## src/design/radix2_complex_fft_macros.svh

```systemverilog
// Assertion helpers used by the FFT top-level RTL.
`ifndef RADIX2_COMPLEX_FFT_MACROS_SVH
`define RADIX2_COMPLEX_FFT_MACROS_SVH

// Same-cycle implication, clocked on aclk, ignored while in reset.
`define R2FFT_ASSERT_NOW(lbl, ante, cons, msg) \
    lbl: assert property (@(posedge aclk) disable iff (!aresetn) (ante) |-> (cons)) \
        else $error(msg);

// Next-cycle implication, clocked on aclk, ignored while in reset.
`define R2FFT_ASSERT_NEXT(lbl, ante, cons, msg) \
    lbl: assert property (@(posedge aclk) disable iff (!aresetn) (ante) |=> (cons)) \
        else $error(msg);

`endif

```

## src/design/r2fft_pkg.sv

```systemverilog
`default_nettype none

package r2fft_pkg;

    localparam int LOG_MAX_DEF      = 6;
    localparam int SAMPLE_WIDTH_DEF = 16;
    localparam int WORK_WIDTH_DEF   = 24;

    // configuration port
    localparam int CFG_ADDR_W = 1;
    localparam int CFG_DATA_W = 3;
    localparam int LOG_SIZE_W = 3;
    localparam logic [LOG_SIZE_W-1:0] LOG_SIZE_RESET = 3'd6;

    typedef enum logic [CFG_ADDR_W-1:0] {
        CFG_LOG_SIZE = 1'b0,
        CFG_INVERSE  = 1'b1
    } cfg_reg_t;

    // result fields
    localparam int OUT_W     = 24;
    localparam int IDX_W     = 6;
    localparam int M_TDATA_W = ((2 * OUT_W + IDX_W + 7) / 8) * 8;

    // twiddles: exp(-2*pi*j*k/64), k in 0..31, Q1.15
    localparam int TW_W    = 16;
    localparam int TW_BITS = 5;

    typedef struct packed {
        logic signed [TW_W-1:0] re;
        logic signed [TW_W-1:0] im;
    } twiddle_t;

    typedef struct packed {
        logic mul_en;   // capture operands and form the four products
        logic tw_en;    // round and saturate the twiddled value
    } bfly_ctl_t;

    function automatic logic signed [TW_W-1:0] cos_rom(input logic [TW_BITS-1:0] i);
        logic signed [TW_W-1:0] v;
        case (i)
            5'd0:    v = 16'sd32767;
            5'd1:    v = 16'sd32610;
            5'd2:    v = 16'sd32138;
            5'd3:    v = 16'sd31357;
            5'd4:    v = 16'sd30274;
            5'd5:    v = 16'sd28899;
            5'd6:    v = 16'sd27246;
            5'd7:    v = 16'sd25330;
            5'd8:    v = 16'sd23170;
            5'd9:    v = 16'sd20788;
            5'd10:   v = 16'sd18205;
            5'd11:   v = 16'sd15447;
            5'd12:   v = 16'sd12540;
            5'd13:   v = 16'sd9512;
            5'd14:   v = 16'sd6393;
            5'd15:   v = 16'sd3212;
            default: v = 16'sd0;
        endcase
        return v;
    endfunction

    function automatic twiddle_t twiddle(input logic [TW_BITS-1:0] k, input logic inv);
        twiddle_t w;
        logic signed [TW_W-1:0] c;
        logic signed [TW_W-1:0] s;
        if (k <= 5'd16) begin
            c = cos_rom(k);
            s = cos_rom(5'(6'd16 - {1'b0, k}));
        end else begin
            c = -cos_rom(5'(6'd32 - {1'b0, k}));
            s = cos_rom(5'(k - 5'd16));
        end
        w.re = c;
        w.im = inv ? s : -s;
        return w;
    endfunction

endpackage

`default_nettype wire

```

## src/design/r2fft_bfly.sv

```systemverilog
`default_nettype none

// Radix-2 butterfly datapath: products, rounded twiddle, saturated sum/diff.
module r2fft_bfly #(
    parameter int WORK_WIDTH = r2fft_pkg::WORK_WIDTH_DEF
) (
    input  wire                           aclk,
    input  wire r2fft_pkg::bfly_ctl_t     ctl,
    input  wire signed [WORK_WIDTH-1:0]   a_re,
    input  wire signed [WORK_WIDTH-1:0]   a_im,
    input  wire signed [WORK_WIDTH-1:0]   b_re,
    input  wire signed [WORK_WIDTH-1:0]   b_im,
    input  wire r2fft_pkg::twiddle_t      w,
    output logic signed [WORK_WIDTH-1:0]  sum_re,
    output logic signed [WORK_WIDTH-1:0]  sum_im,
    output logic signed [WORK_WIDTH-1:0]  dif_re,
    output logic signed [WORK_WIDTH-1:0]  dif_im
);

    localparam int PW = WORK_WIDTH + r2fft_pkg::TW_W;
    localparam int SW = PW + 1;

    logic signed [PW-1:0]         p_rr_reg, p_ii_reg, p_ri_reg, p_ir_reg;
    logic signed [WORK_WIDTH-1:0] a_re_reg, a_im_reg;
    logic signed [WORK_WIDTH-1:0] t_re_reg, t_im_reg;
    logic signed [WORK_WIDTH-1:0] t_re_next, t_im_next;
    logic signed [SW-1:0]         acc_re, acc_im;

    function automatic logic signed [WORK_WIDTH-1:0] sat_acc(input logic signed [SW-1:0] v);
        logic [SW-WORK_WIDTH:0] top;
        top = v[SW-1:WORK_WIDTH-1];
        if ((&top) || !(|top))
            return v[WORK_WIDTH-1:0];
        else if (v[SW-1])
            return {1'b1, {(WORK_WIDTH-1){1'b0}}};
        else
            return {1'b0, {(WORK_WIDTH-1){1'b1}}};
    endfunction

    function automatic logic signed [WORK_WIDTH-1:0] sat_add(input logic signed [WORK_WIDTH:0] v);
        if (v[WORK_WIDTH] == v[WORK_WIDTH-1])
            return v[WORK_WIDTH-1:0];
        else if (v[WORK_WIDTH])
            return {1'b1, {(WORK_WIDTH-1){1'b0}}};
        else
            return {1'b0, {(WORK_WIDTH-1){1'b1}}};
    endfunction

    always_ff @(posedge aclk) begin
        if (ctl.mul_en) begin
            p_rr_reg <= PW'($signed(w.re) * $signed(b_re));
            p_ii_reg <= PW'($signed(w.im) * $signed(b_im));
            p_ri_reg <= PW'($signed(w.re) * $signed(b_im));
            p_ir_reg <= PW'($signed(w.im) * $signed(b_re));
            a_re_reg <= a_re;
            a_im_reg <= a_im;
        end
        if (ctl.tw_en) begin
            t_re_reg <= t_re_next;
            t_im_reg <= t_im_next;
        end
    end

    // round half up, floor shift by 15
    always_comb begin
        acc_re = SW'(p_rr_reg) - SW'(p_ii_reg) + SW'(16384);
        acc_im = SW'(p_ri_reg) + SW'(p_ir_reg) + SW'(16384);
        t_re_next = sat_acc(acc_re >>> 15);
        t_im_next = sat_acc(acc_im >>> 15);
    end

    assign sum_re = sat_add((WORK_WIDTH+1)'(a_re_reg) + (WORK_WIDTH+1)'(t_re_reg));
    assign sum_im = sat_add((WORK_WIDTH+1)'(a_im_reg) + (WORK_WIDTH+1)'(t_im_reg));
    assign dif_re = sat_add((WORK_WIDTH+1)'(a_re_reg) - (WORK_WIDTH+1)'(t_re_reg));
    assign dif_im = sat_add((WORK_WIDTH+1)'(a_im_reg) - (WORK_WIDTH+1)'(t_im_reg));

endmodule

`default_nettype wire

```

## config.mk

```make
export PLATFORM = sky130hd
export DESIGN_NAME = r2fft_bfly
export DESIGN_NICKNAME = d
export VERILOG_FILES = /design/src/design/radix2_complex_fft_macros.svh /design/src/design/r2fft_pkg.sv /design/src/design/r2fft_bfly.sv
export SDC_FILE = /design/constraint.sdc
export NUM_CORES = 2
export LEC_CHECK = 0
export BUFFER_PORTS_ARGS = -buffer_cell sky130_fd_sc_hd__buf_2
export CORE_MARGIN = 2
export CORE_UTILIZATION = 45
export CTS_CLUSTER_SIZE = 25
export DETAILED_ROUTE_END_ITERATION = 8
export GPL_ROUTABILITY_DRIVEN = 0
export MAX_ROUTING_LAYER = met4
export PLACE_DENSITY = 0.66
export REMOVE_ABC_BUFFERS = 1
export SYNTH_ARGS = -nofsm -noshare
export SYNTH_HDL_FRONTEND = slang
export SYNTH_SLANG_ARGS = --single-unit
```

## constraint.sdc

```tcl
create_clock -name aclk -period 7.9 [get_ports aclk]
set_clock_uncertainty 0.1 [all_clocks]
set_input_delay 0.395 -clock aclk [delete_from_list [all_inputs] [get_ports aclk]]
set_output_delay 0.395 -clock aclk [all_outputs]
set_load 0.02 [all_outputs]
```

After elaboration in Yosys (flattened, before gate mapping)
Cells that the tools add are included.
- memory bits (read-only): 0
- memories kept: 0
- flip-flop bits (word level): 256
- memory bits (writable): 0
- logic and storage cells: 44
- output and inout port bits: 96
- bits in latches: 0
- bits of input ports: 131
- reduce and logical (&&, ||, !) cells: 8
- divide/modulo/power cells: 0
- shift operators: 0
- add/sub/neg operators: 8
- muxes and demuxes: 12
- multipliers: 4
- $lt $le $gt $ge: 0
- eq/ne operators: 4
- bitwise operators: 0
- operator list (cell ; count):
    2-to-1 mux 24 bit ; 12
    multiplier 16 x 24 -> 40 bit ; 4
    adder 41 x 16 -> 41 bit (second input constant) ; 2
    adder 24 x 24 -> 25 bit ; 2
    subtractor 24 x 24 -> 25 bit ; 2
    adder 40 x 40 -> 41 bit ; 1
    subtractor 40 x 40 -> 41 bit ; 1
    AND reduction 3 bit ; 2
    OR reduction 3 bit ; 2
    equality test 1 bit ; 4
    logical NOT 1 bit ; 2
    logical OR 1 bit ; 2

Logic depth before layout (Yosys ltp)
- depth after elaboration: 6
- depth in mapped cells: 26
- depth with buffers taken out: 25

Least setup slack after synthesis
Ideal clock, no wire load.
- path type: input-to-reg
- from: input w[7] in the netlist's numbering
- to: register p_ii_reg[38] (data pin)
- setup time: 0.258 ns
- stages on the path: 25
- buffers on the path: 2
- data arrival time: 6.492 ns
- setup slack: 1.051 ns
- required time: 7.542 ns
- cells stage by stage: clkbuf_1 clkbuf_1 nand2_1 fa_1 inv_1 fa_1 inv_1 fa_1 inv_1 fa_1 fa_1 inv_1 fa_1 inv_1 ha_1 and3_1 a221o_1 a21oi_1 o21ai_1 a21oi_1 o21ai_0 o41ai_1 o2111ai_1 a21oi_1 xnor2_1
- cells in the longest elaborated chain, start to end: 1
- RTL lines (item ; RTL line ; source):
    from (decl) ; r2fft_bfly.sv:13 ; input wire r2fft_pkg::twiddle_t w,
    multiplier 16 x 24 -> 40 bit ; r2fft_bfly.sv:52 ; p_ii_reg <= PW'($signed(w.im) * $signed(b_im));
    to (signal assigned) ; r2fft_bfly.sv:52 ;
    to (decl) ; r2fft_bfly.sv:23 ; logic signed [PW-1:0] p_rr_reg, p_ii_reg, p_ri_reg, p_ir_reg;
No other way between the ends.
A chain may end at the register's enable or synchronous reset.

Final worst setup path
- from: input w[2] in the netlist's numbering
- to: register p_ii_reg[38] (data pin)
Same word-level chain as after synthesis.

==> flow_metrics.env <==
export IMPL_initial_core_util_pct=45.3
export IMPL_portBuffers=226
export IMPL_synth_edff_count=256
export IMPL_setup_viol=0
export IMPL_setup_tns_final_ns=0
export IMPL_finalNonFillerCells=10200
export IMPL_cts_root_buf="clkbuf_16"
export IMPL_htreeDepth=2
export IMPL_rsz0062_at_grt="no"
export IMPL_row_count=147
export IMPL_post_route_period_util_pct=91.2
export IMPL_netlist_area_um2=72500
export IMPL_fin_crit_ns=7.21
export IMPL_grt_pass1_wl_mm=312
export IMPL_final_hold_viol_count=0
export IMPL_avgViaCountPerCell=5.23
export IMPL_grtUsageTotal_pct=25.2
export IMPL_drive_above_1_share_pct=6.04
export IMPL_synthCells=7916
export IMPL_hold_class="input port to register"
export IMPL_ant_nets=0
export IMPL_clock_latency_ns=0.63
export IMPL_worst_setup_path_end_kind="register"
export IMPL_cts_sinks=256
export IMPL_cp_slowest_cell="buf_2"
export IMPL_grt_overflow_total=0
export IMPL_area_delta_synth_final_pct=7.77
export IMPL_slowest_delay_ns=0.62
export IMPL_routedWlPerCell_um=19.3
export IMPL_dp_cells=10100
export IMPL_synthTopCellsByArea="fa_1 41%, ha_1 11%, edfxtp_1 11%, inv_1 9.8%, and2_1 5.3%"
export IMPL_clk_pin_slew_ns=0.06
export IMPL_wl_mm=198
export IMPL_numCtsBuffers=34
export IMPL_drt_initial_drc_count=3517
export IMPL_max_freq_mhz=139
export IMPL_synth_seq_cells=256
export IMPL_cp_common_cell="fa_1"
export IMPL_maxSlewHeadroom_pct=26.4
export IMPL_synth_top_cell_area_share_pct=41.4
export IMPL_die_area_um2=164000
export IMPL_die_y_um=405
export IMPL_drc=0
export IMPL_cts_repair_resized=0
export IMPL_fin_nets=10300
export IMPL_ys_seq_area_share_pct=10.6
export IMPL_finalMaxSlewViolations=0
export IMPL_outcome="finished clean"
export IMPL_ys_types=83
export IMPL_grt_start_max_net_pins=150
export IMPL_ios=227
export IMPL_synth_flop_cell="edfxtp_1"
export IMPL_drt_pass1_iter_count=5
export IMPL_start_kind="input port"
export IMPL_synth_avg_cell_area_um2=9.16
export IMPL_yosysTopAreaCell="fa_1"
export IMPL_yosysWarnings=0
export IMPL_place_hpwl_mm=165
export IMPL_critPathKind="input port to register"
export IMPL_max_slew_worst_pin_slew_ns=1.10
export IMPL_grt_pass1_vias=58000
export IMPL_vias=53500
export IMPL_antenna_found_initial=14
export IMPL_arrival_ns=7.48
export IMPL_core_area_um2=160000
export IMPL_cts_tree="yes"
export IMPL_synthArstFlopShare_pct=0
export IMPL_die_w_um=405
export IMPL_cp_max_fo=34
export IMPL_drv_cap=0
export IMPL_clockBufferDepth=3
export IMPL_crit_required_ns=8.17
## final cells by class
type | instances | area, µm²
clock buffers | 35 | 855
repair buffers | 448 | 3170
multi-input cells | 5397 | 56300
diodes | 7 | 17.5
flip-flops and latches | 256 | 7690
fillers | 14800 | 82100
inverters | 1902 | 7140
well taps | 2160 | 2700
clock inverters | 26 | 251
## per-stage QoR
stage / util, % / worst slack, ns / hold slack [ns] / cell area (µm²)
after floorplan: - / 1.17 / 0.394 / 71100
after global placement: 47.8 / 0.0755 / 0.472 / 76500
after detailed placement: 47.8 / 0.0404 / 0.473 / 76500
after CTS: 48.8 / 0.698 / 0.150 / 78100
after global routing: 48.8 / 0.351 / 0.166 / 78100
final: 48.8 / 0.693 / 0.135 / 78100
## routing by layer
layer / track usage [%] / wire, µm / vias up
li1: - / - / 24100
met5: - / 0 / -
met1: 30.9 / 79800 / 27200
met4: 8.58 / 7330 / 0
met2: 42.1 / 94900 / 1829
met3: 4.39 / 16000 / 417
## synthesized netlist by cell type, types with 14 or more instances
| cell | count |
|---|---|
| o21ai_1 | 40 |
| o31ai_1 | 14 |
| o21bai_1 | 51 |
| o21ai_0 | 130 |
| xnor2_1 | 220 |
| inv_1 | 1900 |
| nand3_1 | 42 |
| a21o_1 | 140 |
| nand2b_1 | 60 |
| nand2_1 | 961 |
| edfxtp_1 | 256 |
| nor2b_1 | 37 |
| fa_1 | 1500 |
| and3_1 | 20 |
| clkbuf_1 | 348 |
| a211oi_1 | 21 |
| a21oi_1 | 290 |
| nand4_1 | 18 |
| and2_1 | 613 |
| ha_1 | 642 |
| a31oi_1 | 21 |
| nor2_1 | 227 |
| o21a_1 | 26 |
| xor2_1 | 70 |
| nor3_1 | 46 |
## logic make-up (layout without fill, tap and decap cells)
| logic type | Yosys count | count (layout) | synth area share, % |
|---|---|---|---|
| mux | 5 | 5 | 0.0725 |
| fa+ha+maj | 2148 | 2148 | 52.6 |
| flops | 256 | 256 | 10.6 |
| buf+inv | 2263 | 2411 | 11.7 |
| other cells | 0 | 7 | 0 |
| compound gates | 867 | 867 | 7.66 |
| xor+xnor | 290 | 290 | 3.50 |
| simple gates | 2087 | 2087 | 13.8 |
## layout by cell type (no fill, tap or decap), types with 11 or more instances in the layout
| master | instances |
|---|---|
| nand2b_1 | 60 |
| o211ai_1 | 13 |
| a31oi_1 | 21 |
| or2_2 | 11 |
| or3_1 | 11 |
| o31ai_1 | 14 |
| nand2_1 | 961 |
| o21a_1 | 26 |
| xnor2_1 | 220 |
| inv_1 | 1900 |
| edfxtp_1 | 256 |
| fa_1 | 1500 |
| buf_12 | 19 |
| nor4_1 | 12 |
| a21o_1 | 140 |
| ha_1 | 642 |
| o21ai_1 | 40 |
| o21ai_0 | 130 |
| a211oi_1 | 21 |
| a21oi_1 | 290 |
| and2_1 | 613 |
| nor2b_1 | 37 |
| nand3_1 | 42 |
| dlygate4sd3_1 | 48 |
| o21bai_1 | 51 |
| nor3_1 | 46 |
| clkbuf_16 | 34 |
| and3_1 | 20 |
| nand4_1 | 18 |
| nor2_1 | 227 |
| buf_4 | 155 |
| xor2_1 | 70 |
| buf_2 | 225 |
## final timing paths
check | slack, ns | cells past startpoint | start | endpoint
setup / recovery | 0.69 | 25 | w[2] | p_ii_reg[38]
hold / removal | 0.14 | 1 | ctl[1] | p_ri_reg[3]
setup reg to reg | 2.89 | 13 | p_rr_reg[4] | t_re_reg[3]
hold reg to reg | 0.81 | 4 | p_ir_reg[18] | t_im_reg[3]
## worst max-delay path: cells and delay by family
family / cells / cell delay [ns]
adder cells (fa/ha/maj): 7 / 3.42
buffers and inverters: 7 / 1.10
AO/OA/AOI/OAI: 8 / 2.05
AND/OR/NAND/NOR: 2 / 0.43
XOR/XNOR: 1 / 0.08
## repair_timing
item | in CTS | in global routing
setup buffers | 0 | 0
endpoints found under the hold margin | 48 | 0
hold buffers | 48 | 0
Power is not shown: default switching activity piles up to over one toggle a cycle in this logic, so the estimate is an artifact.
